===== src/rtl/isasc_pkg.sv =====
// ----------------------------------------------------------------------------
// isasc_pkg
// Shared types and constants for the intake stall and sort controller.
// ----------------------------------------------------------------------------
package isasc_pkg;

    localparam int unsigned ADDR_W = 5;
    localparam int unsigned DATA_W = 32;

    // register index, taken from paddr[4:2]
    typedef enum logic [2:0] {
        REG_OWN_COLOR   = 3'd0,
        REG_TORQUE_THR  = 3'd1,
        REG_STALL_TMO   = 3'd2,
        REG_SORT_HOLD   = 3'd3,
        REG_SORT_TOTAL  = 3'd4,
        REG_OUT_PULSE   = 3'd5,
        REG_PROX_MIN    = 3'd6,
        REG_UNUSED      = 3'd7
    } reg_idx_t;

    typedef enum logic [1:0] {
        COLOR_NONE = 2'd0,
        COLOR_RED  = 2'd1,
        COLOR_BLUE = 2'd2,
        COLOR_BAD  = 2'd3
    } color_t;

    typedef enum logic [1:0] {
        CMD_NONE       = 2'd0,
        CMD_INTAKE_ON  = 2'd1,
        CMD_INTAKE_OFF = 2'd2,
        CMD_UNUSED     = 2'd3
    } intake_cmd_t;

    localparam logic [8:0] RED_LOW_HUE   = 9'd5;
    localparam logic [8:0] RED_HIGH_HUE  = 9'd350;
    localparam logic [8:0] BLUE_LOW_HUE  = 9'd200;
    localparam logic [8:0] BLUE_HIGH_HUE = 9'd230;

    localparam logic signed [14:0] FULL_MV     = 15'sd12000;
    localparam logic signed [14:0] NEG_FULL_MV = -15'sd12000;
    localparam logic signed [14:0] HALF_MV     = 15'sd6000;
    localparam logic signed [14:0] ZERO_MV     = 15'sd0;

    typedef struct packed {
        logic        own_color;
        logic [11:0] torque_threshold;
        logic [15:0] stall_timeout_ms;
        logic [15:0] sort_hold_ms;
        logic [15:0] sort_total_ms;
        logic [15:0] outtake_pulse_ms;
        logic [7:0]  proximity_min;
    } cfg_t;

    typedef struct packed {
        logic        arming;
        logic [31:0] arm_time;
        logic        stall_set;
    } watch_t;

    typedef struct packed {
        logic        busy;
        logic [31:0] begin_time;
        logic [31:0] last_time;
        color_t      seen;
    } sort_t;

endpackage


===== src/rtl/intake_stall_and_sort_control.sv =====
// ----------------------------------------------------------------------------
// intake_stall_and_sort_control
// Intake motor anti-jam, color sort and driver control, one tick per item.
// ----------------------------------------------------------------------------
// Each input item is one control tick: time, both motor torques, color sensor
// hue and proximity, and the driver commands. Each item yields exactly one
// result item: both motor drive commands, the stall latches, the sort flag
// and the classified color. The user must write settings over the APB port
// only while no item is in flight; the block does not enforce this. pready is
// always high and reads return the settings. An accepted item lands in the
// input register; its result is loaded into the result register when that
// register is empty or being read, and out_valid rises with it. Throughput: one
// item per cycle while out_ready is high; the tick state (stall timers, sort
// hold, outtake pulse, intake enable) updates as the item moves from the input
// register to the result register, so the next item sees it.
// When out_ready is low the result holds, the input register holds one more
// item, and in_ready drops only when both are full.
// Reset clears all tick state, loads the default settings and empties both
// registers.
// ----------------------------------------------------------------------------
module intake_stall_and_sort_control (
    input  logic                          clk,
    input  logic                          rst_n,
    input  logic                          psel,
    input  logic                          penable,
    input  logic                          pwrite,
    input  logic [isasc_pkg::ADDR_W-1:0]  paddr,
    input  logic [isasc_pkg::DATA_W-1:0]  pwdata,
    output logic [isasc_pkg::DATA_W-1:0]  prdata,
    output logic                          pready,
    input  logic                          in_valid,
    output logic                          in_ready,
    input  logic [31:0]                   now_ms,
    input  logic [11:0]                   front_torque,
    input  logic [11:0]                   back_torque,
    input  logic [8:0]                    hue,
    input  logic [7:0]                    proximity,
    input  logic                          toggle_pressed,
    input  logic                          eject_held,
    input  logic                          outtake_held,
    input  logic [1:0]                    intake_command,
    output logic                          out_valid,
    input  logic                          out_ready,
    output logic signed [14:0]            front_drive_mv,
    output logic signed [14:0]            back_drive_mv,
    output logic                          front_stall_flag,
    output logic                          back_stall_flag,
    output logic                          sorting_active,
    output logic [1:0]                    seen_color
);

    isasc_pkg::cfg_t   cfg;
    isasc_pkg::watch_t front_w;
    isasc_pkg::watch_t back_w;
    isasc_pkg::sort_t  sort_r;

    // input register
    logic        item_valid_reg;
    logic        item_valid_next;
    logic [31:0] now_reg;
    logic [11:0] ft_reg;
    logic [11:0] bt_reg;
    logic [8:0]  hue_reg;
    logic [7:0]  prox_reg;
    logic        toggle_reg;
    logic        eject_reg;
    logic        outtake_reg;
    isasc_pkg::intake_cmd_t cmd_reg;

    // tick state
    logic        intake_on_reg,        intake_on_next;
    logic        front_arming_reg,     back_arming_reg;
    logic [31:0] front_arm_time_reg,   back_arm_time_reg;
    logic        front_stalled_reg,    front_stalled_next;
    logic        back_stalled_reg,     back_stalled_next;
    logic        sort_busy_reg;
    logic [31:0] sort_begin_reg,       sort_last_reg;
    logic        outtake_running_reg,  outtake_running_next;
    logic [31:0] outtake_begin_reg,    outtake_begin_next;

    // result register
    logic        out_valid_reg;
    logic        out_valid_next;
    logic signed [14:0] front_mv_reg, front_mv_next;
    logic signed [14:0] back_mv_reg,  back_mv_next;
    logic        front_flag_reg, back_flag_reg, sorting_reg;
    logic [1:0]  seen_reg;

    logic        advance;
    logic        fire;
    logic        accept;
    logic        cmd_clear;
    logic        fs_1, bs_1;
    logic        any_stall;
    logic        intake_1;
    logic [31:0] out_elapsed;

    isasc_cfg u_cfg (
        .clk     (clk),
        .rst_n   (rst_n),
        .psel    (psel),
        .penable (penable),
        .pwrite  (pwrite),
        .paddr   (paddr),
        .pwdata  (pwdata),
        .prdata  (prdata),
        .pready  (pready),
        .cfg     (cfg)
    );

    isasc_watch u_front_watch (
        .torque     (ft_reg),
        .now_ms     (now_reg),
        .threshold  (cfg.torque_threshold),
        .timeout_ms (cfg.stall_timeout_ms),
        .arming     (front_arming_reg),
        .arm_time   (front_arm_time_reg),
        .result     (front_w)
    );

    isasc_watch u_back_watch (
        .torque     (bt_reg),
        .now_ms     (now_reg),
        .threshold  (cfg.torque_threshold),
        .timeout_ms (cfg.stall_timeout_ms),
        .arming     (back_arming_reg),
        .arm_time   (back_arm_time_reg),
        .result     (back_w)
    );

    isasc_sort u_sort (
        .now_ms     (now_reg),
        .hue        (hue_reg),
        .proximity  (prox_reg),
        .cfg        (cfg),
        .busy       (sort_busy_reg),
        .begin_time (sort_begin_reg),
        .last_time  (sort_last_reg),
        .result     (sort_r)
    );

    // handshake
    assign advance         = !out_valid_reg || out_ready;
    assign in_ready        = !item_valid_reg || advance;
    assign accept          = in_valid && in_ready;
    assign fire            = item_valid_reg && advance;
    assign item_valid_next = accept || (item_valid_reg && !advance);
    assign out_valid_next  = advance ? item_valid_reg : out_valid_reg;

    // intake command, then stall latch, then toggle
    assign cmd_clear = (cmd_reg == isasc_pkg::CMD_INTAKE_ON)
                    || (cmd_reg == isasc_pkg::CMD_INTAKE_OFF);
    assign fs_1      = (front_stalled_reg && !cmd_clear) || front_w.stall_set;
    assign bs_1      = (back_stalled_reg && !cmd_clear) || back_w.stall_set;
    assign any_stall = fs_1 || bs_1;

    always_comb
    begin
        unique case (cmd_reg)
            isasc_pkg::CMD_INTAKE_ON:  intake_1 = 1'b1;
            isasc_pkg::CMD_INTAKE_OFF: intake_1 = 1'b0;
            default:                   intake_1 = intake_on_reg;
        endcase
    end

    // a run that starts on this tick has no time elapsed yet
    assign out_elapsed = outtake_running_reg ? (now_reg - outtake_begin_reg) : 32'd0;

    always_comb
    begin
        intake_on_next       = intake_1;
        front_stalled_next   = fs_1;
        back_stalled_next    = bs_1;
        outtake_running_next = outtake_running_reg;
        outtake_begin_next   = outtake_begin_reg;
        front_mv_next        = isasc_pkg::ZERO_MV;
        back_mv_next         = isasc_pkg::ZERO_MV;

        if (toggle_reg)
        begin
            if (any_stall)
            begin
                front_stalled_next = 1'b0;
                back_stalled_next  = 1'b0;
            end
            else
            begin
                intake_on_next = !intake_1;
            end
        end

        // sort wins, then eject, then outtake, then intake
        priority if (sort_r.busy)
        begin
            front_mv_next = isasc_pkg::HALF_MV;
            back_mv_next  = isasc_pkg::NEG_FULL_MV;
        end
        else if (eject_reg)
        begin
            front_stalled_next = 1'b0;
            back_stalled_next  = 1'b0;
            front_mv_next      = isasc_pkg::NEG_FULL_MV;
            back_mv_next       = isasc_pkg::NEG_FULL_MV;
        end
        else if (outtake_reg)
        begin
            front_stalled_next = 1'b0;
            back_stalled_next  = 1'b0;
            back_mv_next       = isasc_pkg::NEG_FULL_MV;
            if (!outtake_running_reg)
            begin
                outtake_begin_next   = now_reg;
                outtake_running_next = 1'b1;
            end
            front_mv_next = (out_elapsed < {16'd0, cfg.outtake_pulse_ms})
                          ? isasc_pkg::NEG_FULL_MV : isasc_pkg::ZERO_MV;
        end
        else if (intake_on_next)
        begin
            front_mv_next = front_stalled_next ? isasc_pkg::ZERO_MV : isasc_pkg::FULL_MV;
            back_mv_next  = back_stalled_next  ? isasc_pkg::ZERO_MV : isasc_pkg::FULL_MV;
        end
        else
        begin
            front_mv_next = isasc_pkg::ZERO_MV;
            back_mv_next  = isasc_pkg::ZERO_MV;
        end

        if (!outtake_reg)
            outtake_running_next = 1'b0;
    end

    // control registers
    always_ff @(posedge clk or negedge rst_n)
    begin
        if (!rst_n)
        begin
            item_valid_reg      <= 1'b0;
            out_valid_reg       <= 1'b0;
            intake_on_reg       <= 1'b0;
            front_arming_reg    <= 1'b0;
            back_arming_reg     <= 1'b0;
            front_arm_time_reg  <= '0;
            back_arm_time_reg   <= '0;
            front_stalled_reg   <= 1'b0;
            back_stalled_reg    <= 1'b0;
            sort_busy_reg       <= 1'b0;
            sort_begin_reg      <= '0;
            sort_last_reg       <= '0;
            outtake_running_reg <= 1'b0;
            outtake_begin_reg   <= '0;
        end
        else
        begin
            item_valid_reg <= item_valid_next;
            out_valid_reg  <= out_valid_next;
            if (fire)
            begin
                intake_on_reg       <= intake_on_next;
                front_arming_reg    <= front_w.arming;
                back_arming_reg     <= back_w.arming;
                front_arm_time_reg  <= front_w.arm_time;
                back_arm_time_reg   <= back_w.arm_time;
                front_stalled_reg   <= front_stalled_next;
                back_stalled_reg    <= back_stalled_next;
                sort_busy_reg       <= sort_r.busy;
                sort_begin_reg      <= sort_r.begin_time;
                sort_last_reg       <= sort_r.last_time;
                outtake_running_reg <= outtake_running_next;
                outtake_begin_reg   <= outtake_begin_next;
            end
        end
    end

    // payload registers
    always_ff @(posedge clk)
    begin
        if (accept)
        begin
            now_reg     <= now_ms;
            ft_reg      <= front_torque;
            bt_reg      <= back_torque;
            hue_reg     <= hue;
            prox_reg    <= proximity;
            toggle_reg  <= toggle_pressed;
            eject_reg   <= eject_held;
            outtake_reg <= outtake_held;
            cmd_reg     <= isasc_pkg::intake_cmd_t'(intake_command);
        end
        if (fire)
        begin
            front_mv_reg   <= front_mv_next;
            back_mv_reg    <= back_mv_next;
            front_flag_reg <= front_stalled_next;
            back_flag_reg  <= back_stalled_next;
            sorting_reg    <= sort_r.busy;
            seen_reg       <= sort_r.seen;
        end
    end

    assign out_valid        = out_valid_reg;
    assign front_drive_mv   = front_mv_reg;
    assign back_drive_mv    = back_mv_reg;
    assign front_stall_flag = front_flag_reg;
    assign back_stall_flag  = back_flag_reg;
    assign sorting_active   = sorting_reg;
    assign seen_color       = seen_reg;

endmodule


===== src/rtl/isasc_cfg.sv =====
// ----------------------------------------------------------------------------
// isasc_cfg
// APB register file holding the controller settings.
// ----------------------------------------------------------------------------
module isasc_cfg (
    input  logic                          clk,
    input  logic                          rst_n,
    input  logic                          psel,
    input  logic                          penable,
    input  logic                          pwrite,
    input  logic [isasc_pkg::ADDR_W-1:0]  paddr,
    input  logic [isasc_pkg::DATA_W-1:0]  pwdata,
    output logic [isasc_pkg::DATA_W-1:0]  prdata,
    output logic                          pready,
    output isasc_pkg::cfg_t               cfg
);

    isasc_pkg::cfg_t      cfg_reg;
    isasc_pkg::cfg_t      cfg_next;
    isasc_pkg::reg_idx_t  idx;
    logic                 wr_en;

    assign idx    = isasc_pkg::reg_idx_t'(paddr[4:2]);
    assign wr_en  = psel && penable && pwrite;
    assign pready = 1'b1;
    assign cfg    = cfg_reg;

    always_comb
    begin
        cfg_next = cfg_reg;
        if (wr_en)
        begin
            unique case (idx)
                isasc_pkg::REG_OWN_COLOR:  cfg_next.own_color        = pwdata[0];
                isasc_pkg::REG_TORQUE_THR: cfg_next.torque_threshold = pwdata[11:0];
                isasc_pkg::REG_STALL_TMO:  cfg_next.stall_timeout_ms = pwdata[15:0];
                isasc_pkg::REG_SORT_HOLD:  cfg_next.sort_hold_ms     = pwdata[15:0];
                isasc_pkg::REG_SORT_TOTAL: cfg_next.sort_total_ms    = pwdata[15:0];
                isasc_pkg::REG_OUT_PULSE:  cfg_next.outtake_pulse_ms = pwdata[15:0];
                isasc_pkg::REG_PROX_MIN:   cfg_next.proximity_min    = pwdata[7:0];
                default:                   cfg_next = cfg_reg;
            endcase
        end
    end

    always_comb
    begin
        unique case (idx)
            isasc_pkg::REG_OWN_COLOR:  prdata = {31'd0, cfg_reg.own_color};
            isasc_pkg::REG_TORQUE_THR: prdata = {20'd0, cfg_reg.torque_threshold};
            isasc_pkg::REG_STALL_TMO:  prdata = {16'd0, cfg_reg.stall_timeout_ms};
            isasc_pkg::REG_SORT_HOLD:  prdata = {16'd0, cfg_reg.sort_hold_ms};
            isasc_pkg::REG_SORT_TOTAL: prdata = {16'd0, cfg_reg.sort_total_ms};
            isasc_pkg::REG_OUT_PULSE:  prdata = {16'd0, cfg_reg.outtake_pulse_ms};
            isasc_pkg::REG_PROX_MIN:   prdata = {24'd0, cfg_reg.proximity_min};
            default:                   prdata = '0;
        endcase
    end

    always_ff @(posedge clk or negedge rst_n)
    begin
        if (!rst_n)
        begin
            cfg_reg.own_color        <= 1'b0;
            cfg_reg.torque_threshold <= 12'd270;
            cfg_reg.stall_timeout_ms <= 16'd500;
            cfg_reg.sort_hold_ms     <= 16'd175;
            cfg_reg.sort_total_ms    <= 16'd400;
            cfg_reg.outtake_pulse_ms <= 16'd100;
            cfg_reg.proximity_min    <= 8'd90;
        end
        else
        begin
            cfg_reg <= cfg_next;
        end
    end

endmodule


===== src/rtl/isasc_watch.sv =====
// ----------------------------------------------------------------------------
// isasc_watch
// Per-motor stall watch: arm above threshold, disarm below 9/10, time out.
// ----------------------------------------------------------------------------
module isasc_watch (
    input  logic [11:0]          torque,
    input  logic [31:0]          now_ms,
    input  logic [11:0]          threshold,
    input  logic [15:0]          timeout_ms,
    input  logic                 arming,
    input  logic [31:0]          arm_time,
    output isasc_pkg::watch_t    result
);

    logic        start;
    logic        armed;
    logic [31:0] arm_t;
    logic [15:0] torque_x10;
    logic [15:0] thr_x9;
    logic        below;
    logic [31:0] elapsed;

    assign start      = !arming && (torque > threshold);
    assign armed      = arming || start;
    assign arm_t      = start ? now_ms : arm_time;
    // exact 9/10 compare: 10*torque < 9*threshold
    assign torque_x10 = {torque, 3'b000} + {3'b000, torque, 1'b0};
    assign thr_x9     = {1'b0, threshold, 3'b000} + {4'd0, threshold};
    assign below      = torque_x10 < thr_x9;
    assign elapsed    = now_ms - arm_t;

    always_comb
    begin
        result.arm_time  = arm_t;
        result.arming    = armed && !below;
        result.stall_set = result.arming && (elapsed > {16'd0, timeout_ms});
    end

endmodule


===== src/rtl/isasc_sort.sv =====
// ----------------------------------------------------------------------------
// isasc_sort
// Color classification and wrong-color sort hold timing.
// ----------------------------------------------------------------------------
module isasc_sort (
    input  logic [31:0]        now_ms,
    input  logic [8:0]         hue,
    input  logic [7:0]         proximity,
    input  isasc_pkg::cfg_t    cfg,
    input  logic               busy,
    input  logic [31:0]        begin_time,
    input  logic [31:0]        last_time,
    output isasc_pkg::sort_t   result
);

    isasc_pkg::color_t seen;
    logic              wrong;
    logic              busy_1;
    logic [31:0]       begin_1;
    logic [31:0]       last_1;
    logic [31:0]       since_last;
    logic [31:0]       since_begin;

    always_comb
    begin
        seen = isasc_pkg::COLOR_NONE;
        if (proximity > cfg.proximity_min)
        begin
            priority if (hue < isasc_pkg::RED_LOW_HUE || hue > isasc_pkg::RED_HIGH_HUE)
                seen = isasc_pkg::COLOR_RED;
            else if (hue > isasc_pkg::BLUE_LOW_HUE && hue < isasc_pkg::BLUE_HIGH_HUE)
                seen = isasc_pkg::COLOR_BLUE;
            else
                seen = isasc_pkg::COLOR_NONE;
        end
    end

    assign wrong = (seen == isasc_pkg::COLOR_RED && cfg.own_color)
                || (seen == isasc_pkg::COLOR_BLUE && !cfg.own_color);

    assign busy_1      = busy || wrong;
    assign begin_1     = (wrong && !busy) ? now_ms : begin_time;
    assign last_1      = wrong ? now_ms : last_time;
    assign since_last  = now_ms - last_1;
    assign since_begin = now_ms - begin_1;

    always_comb
    begin
        result.seen       = seen;
        result.begin_time = begin_1;
        result.last_time  = last_1;
        // end the hold once both the hold and the total time have run out
        result.busy       = busy_1 && !((since_last > {16'd0, cfg.sort_hold_ms})
                                     && (since_begin > {16'd0, cfg.sort_total_ms}));
    end

endmodule

===== config.mk =====
export PLATFORM = sky130hd
export DESIGN_NAME = intake_stall_and_sort_control
export DESIGN_NICKNAME = d
export VERILOG_FILES = /design/src/rtl/isasc_pkg.sv /design/src/rtl/intake_stall_and_sort_control.sv /design/src/rtl/isasc_cfg.sv /design/src/rtl/isasc_watch.sv /design/src/rtl/isasc_sort.sv
export SDC_FILE = /design/constraint.sdc
export NUM_CORES = 1
export LEC_CHECK = 0
export BUFFER_PORTS_ARGS = -buffer_cell sky130_fd_sc_hd__buf_2
export CORE_MARGIN = 1
export CORE_UTILIZATION = 62
export CTS_BUF_LIST = sky130_fd_sc_hd__clkbuf_16
export DETAILED_ROUTE_END_ITERATION = 12
export HOLD_SLACK_MARGIN = 0.05
export MAX_ROUTING_LAYER = met4
export PLACE_DENSITY = 0.81
export SLEW_MARGIN = 10
export SYNTH_ARGS = -nofsm -noshare
export SYNTH_HDL_FRONTEND = slang
export SYNTH_SLANG_ARGS = --single-unit

===== constraint.sdc =====
create_clock -name clk -period 11.5 [get_ports clk]
set_input_delay 3.45 -clock clk [delete_from_list [all_inputs] [get_ports clk]]
set_output_delay 3.45 -clock clk [all_outputs]
set_load 0.005 [all_outputs]

# == Word-level counts from Yosys, hierarchy flattened ==
# Cells that the tools add are included.
# Widths: inputs -> output; s select.
# word_totals
register_bits,367
input_bits,122
out_inout_bits,70
word_cells,164
# op_classes
n_addsub,8
magnitude_cmp,14
n_eq_ne,12
n_mux,32
n_bitwise,4
n_reduce_logical,56
# ops
cell,count
$mux 32,5
$sub 32x32->32,5
$gt 32x16->1,4
$pmux 16 s7,1
$mux 15,3
$mux 14,3
$add 15x13->16,2
$lt 16x16->1,2
$lt 32x16->1,1
$gt 12x12->1,2
$logic_and 1x1->1,19
$add 15x12->16,1
$mux 1,15
$reduce_and 2->1,7
$mux 13,1
$logic_not 1->1,12
$logic_or 1x1->1,12
$eq 3x3->1 const B,3
$gt 9x8->1 const B,1
$gt 9x9->1 const B,1
$lt 9x3->1 const B,1
$lt 9x8->1 const B,1
$gt 8x8->1,1
$eq 3x2->1 const B,2
13 further kinds,21

# == Logic depth before layout (Yosys ltp) ==
# logic_depth
ltp_word,17
depth_mapped,38
mapped_depth_nobuf,35

# == By module ==
# From an unflattened synthesis, not the netlist that was laid out.
# unflattened
cells_unflattened,3452
hier_area_um2,29831.1
# modules_own_cells
mod,instances,cells_per_inst,area_each_um2,seq_area_each_um2
intake_stall_and_sort_control,1,1192,11999.0,6991.7
isasc_sort,1,771,5338.9,0.0
isasc_watch at u_back_watch,1,597,4241.6,0.0
isasc_watch at u_front_watch,1,592,4127.7,0.0
isasc_cfg,1,300,4124.0,2159.6

# == Least setup slack after synthesis ==
# Ideal clock, no wire load.
# synth_path
path_kind,input to output
from,in paddr[2] (netlist bit)
to,out prdata[6] (netlist bit)
arrival_time_ps,4774
t_required_ps,8050
path_slack_ps,3276
stages,6
path_buffers,3
path_cell_list,clkbuf_1 > buf_1 > clkbuf_1 > o21ai_0 > nand2_1 > o311ai_0
# synth_via
elab_chain_len,2
word_cells_on_any_way,8
classes_between,eq/ne (6); mux (1); reduce/logical (1)
# synth_rtl
item,line,rtl
start: declaration,intake_stall_and_sort_control.sv:27,"input logic [isasc_pkg::ADDR_W-1:0] paddr,"
$eq 3x3->1 (tied with other cells),isasc_cfg.sv:48,unique case (idx)
$pmux 16 s7 *,isasc_cfg.sv:48,
end: declaration,intake_stall_and_sort_control.sv:29,"output logic [isasc_pkg::DATA_W-1:0] prdata,"
# Mark *: on every way between the ends. The rest lies on a longest branch, timed or not.

==> results.py <==
metrics = {
    "cells_and_area": {
        "layout_common_cells": "320 x ha_1, 228 x dfrtp_1, 218 x a21oi_1, 216 x nand2_1, 210 x inv_1",
        "fillers": 3598,
        "largest_reg_flops": 85,
        "fin_cells": 3828,
        "seq_area_sq_mm": 0.00915,
        "area_growth_pct": 8.75,
        "final_common_cell": "ha_1",
        "multiInputGateArea_sq_mm": 0.0184,
        "post_route_cells_drive_above_1_share_pct": 15.2,
        "layout.nets": 3643,
    },
    "routing": {
        "postRouteAntennaNets": 0,
        "wl_per_cell_microns": 21.4,
        "drc": 0,
        "routed_wl_microns": 82100,
        "vias": 24674,
        "drtIter0Drc": 2107,
        "dr.pass1.iters": 6,
        "routed_via_density": 6.45,
    },
    "worst_hold_path": {
        "min_path_type": "flip-flop to flip-flop",
    },
    "synthesis": {
        "syn_area_per_cell_sq_um": 9.34,
        "ys_ff_latch": 346,
        "syn_area_sq_mm": 0.0289,
        "synth_top_area_share_pct": 19.8,
        "seq_area_frac_synth_pct": 31.7,
        "async_flop_share_pct": 73.4,
        "yosys_warnings": 0,
        "synth_edf_count": 92,
        "syn-instance-count": 3090,
        "synth_cell_types": 95,
        "synthTopCellsByArea": "dfrtp_1 20%, ha_1 14%, edfxtp_1 9.6%",
        "synth_top_area_cell": "dfrtp_1",
        "ys.flop_type": "dfrtp_1",
    },
    "sta": {
        "slew_viol_final": 0,
        "worst_slew_pin_slew_ns": 1.07,
        "fin_skew_ns": 0.0501,
        "relSlewSlack_pct": 26.9,
        "hold_viol": 0,
        "grt_setup_unrepaired": "no",
        "fin_crit_sh_pct": 82.3,
        "setup_slack_ns": 2.04,
        "fin_setup_tns_ns": 0,
        "max_freq_ghz": 0.106,
        "setup_viol": 0,
        "period_needed_ns": 9.46,
    },
    "clocking": {
        "clockRootBuffer": "clkbuf_16",
        "clk_pin_slew_ns": 0.06,
        "cts_hold_buf": 0,
        "cts_buffer_depth": 3,
        "cts_setup_buffers": 0,
        "cts_num_sinks": 346,
        "cts_htree_levels": 2,
        "cts_tree": "done",
        "clock_latency_ns": 0.62,
        "post_cts_resize_count": 0,
        "numCtsBuffers": 42,
    },
    "die": {
        "start_util_pct": 63.2,
        "die_w_microns": 218,
        "dieArea_sq_mm": 0.0474,
        "core_sq_mm": 0.0457,
        "ios": 192,
        "fp.dieH_microns": 218,
        "fp-row-count": 78,
    },
    "placed_design": {
        "gp_congestion": 0.999,
        "place_hpwl_microns": 63400,
        "io_buffers": 147,
        "place_worst_setup_slack_ns": 2.21,
        "numPlacedInstances": 3749,
    },
    "global_routing": {
        "grt_max_degree": 183,
        "grt_pass1_vias": 24076,
        "grt_pass1_wl_microns": 128000,
        "grt.overflow.total": 0,
        "grt_usage_pct": 35.4,
        "antenna_found_initial": 1,
    },
    "status": {
        "status": "finished clean",
    },
    "worst_setup_path": {
        "worstSetupEndpointType": "flip-flop",
        "cpMostUsedCell": "a21oi_1",
        "start_kind": "flip-flop",
        "crit_type": "flip-flop to flip-flop",
        "crit_path_max_incr_delay_ns": 0.61,
        "crit_arrival_ns": 9.97,
        "r2r_setup_slack_ns": 2.04,
        "slowest_stage": "and3_2",
        "required_ns": 12.00,
        "path_max_fanout": 14,
    },
    "power_and_ir_drop": {
        "internal_power_w": 0.00450,
        "clockPowerShare_pct": 16.1,
        "power.leakage_nw": 14.0,
        "seq_power_share_pct": 23.2,
        "pwr-share-comb_pct": 60.7,
        "powerDensity_mw_per_mm2": 261,
        "switching_share_pct": 45.1,
        "ir_drop_mv": 0.199,
        "p_switching_w": 0.00369,
    },
    "job": {
        "cap_violations": 0,
    },
}
==> worst max-delay path: cells and delay by family, from the launching register on <==
kind,cells,cell delay [ns]
AO/OA/AOI/OAI,15,3.85
AND/OR/NAND/NOR,11,3.24
adder cells (fa/ha/maj),4,1.20
flip-flops,1,0.53
multiplexers,1,0.27
buffers and inverters,2,0.11
XOR/XNOR,1,0.11
==> logic make-up (layout without fill, tap and decap cells) <==
family | after synthesis | after routing | synth area share, %
flip-flops | 346 | 346 | 31.7
multiplexers | 333 | 333 | 12.4
other | 2 | 27 | 0.0260
buffers and inverters | 339 | 452 | 4.93
adder cells (fa/ha/maj) | 338 | 338 | 14.8
AO/OA/AOI/OAI | 865 | 865 | 19.7
XOR/XNOR | 130 | 130 | 3.95
AND/OR/NAND/NOR | 737 | 737 | 12.5
==> power groups by stage <==
stage,Clock [W],Sequential (W),Combinational (W)
3_3_place_gp,0,0.00189,0.00469
4_1_cts,0.00133,0.00189,0.00490
5_1_grt,0.00137,0.00194,0.00549
2_1_floorplan,0,0.00181,0.00374
6_report,0.00132,0.00190,0.00497
3_5_place_dp,0,0.00191,0.00486
==> layer usage <==
layer / vias to the layer above / share of wire, % / GRT usage [%]
met5: - / 0 / -
met4: 0 / 4.0 / 14.6
met3: 197 / 5.8 / 3.82
met2: 849 / 47 / 57.2
met1: 12050 / 43 / 45.4
li1: 11578 / - / -
==> synth_stat cells, types with 82 or more instances <==
cell and count:
mux2_2 184, nand2_1 217, ha_1 320, dfrtp_1 228
edfxtp_1 92, nor2_1 187, xnor2_1 100, inv_1 202
mux2i_1 148, o21ai_0 190, a21oi_1 218, a21o_1 101
clkbuf_1 82
==> final cells by class <==
class / count / share of cell area [%]
Sequential cell: 346 / 29.2
Tap cell: 600 / 2.39
Timing Repair Buffer: 171 / 2.99
Antenna cell: 1 / 0.00797
Clock inverter: 36 / 1.02
Clock buffer: 42 / 3.35
Inverter: 203 / 2.43
Multi-Input combinational cell: 2429 / 58.7
==> path summary, 6_finish.rpt <==
path / cells past startpoint / from / end
max: 34 / u_cfg.cfg[3] / front_stalled_reg
min: 2 / sort_begin_reg[0] / sort_begin_reg[0]
max reg2reg: 34 / u_cfg.cfg[3] / front_stalled_reg
min reg2reg: 2 / sort_begin_reg[0] / sort_begin_reg[0]
max in group asynchronous: 2 / rst_n / sort_begin_reg[10]
min in group asynchronous: 1 / rst_n / front_stalled_reg
==> metrics by stage <==
step | hold WS, ns | total power (W) | utilization (%) | area [sq um]
final | 0.473 | 0.00819 | 68.7 | 31400
after global routing | 0.509 | 0.00880 | 68.7 | 31400
after CTS | 0.477 | 0.00812 | 68.7 | 31400
after detailed placement | 0.463 | 0.00677 | 65.7 | 30000
after global placement | 0.462 | 0.00658 | 65.7 | 30000
after floorplan | 0.442 | 0.00555 | - | 28900
No activity file was read; power rests on OpenSTA's default activity.
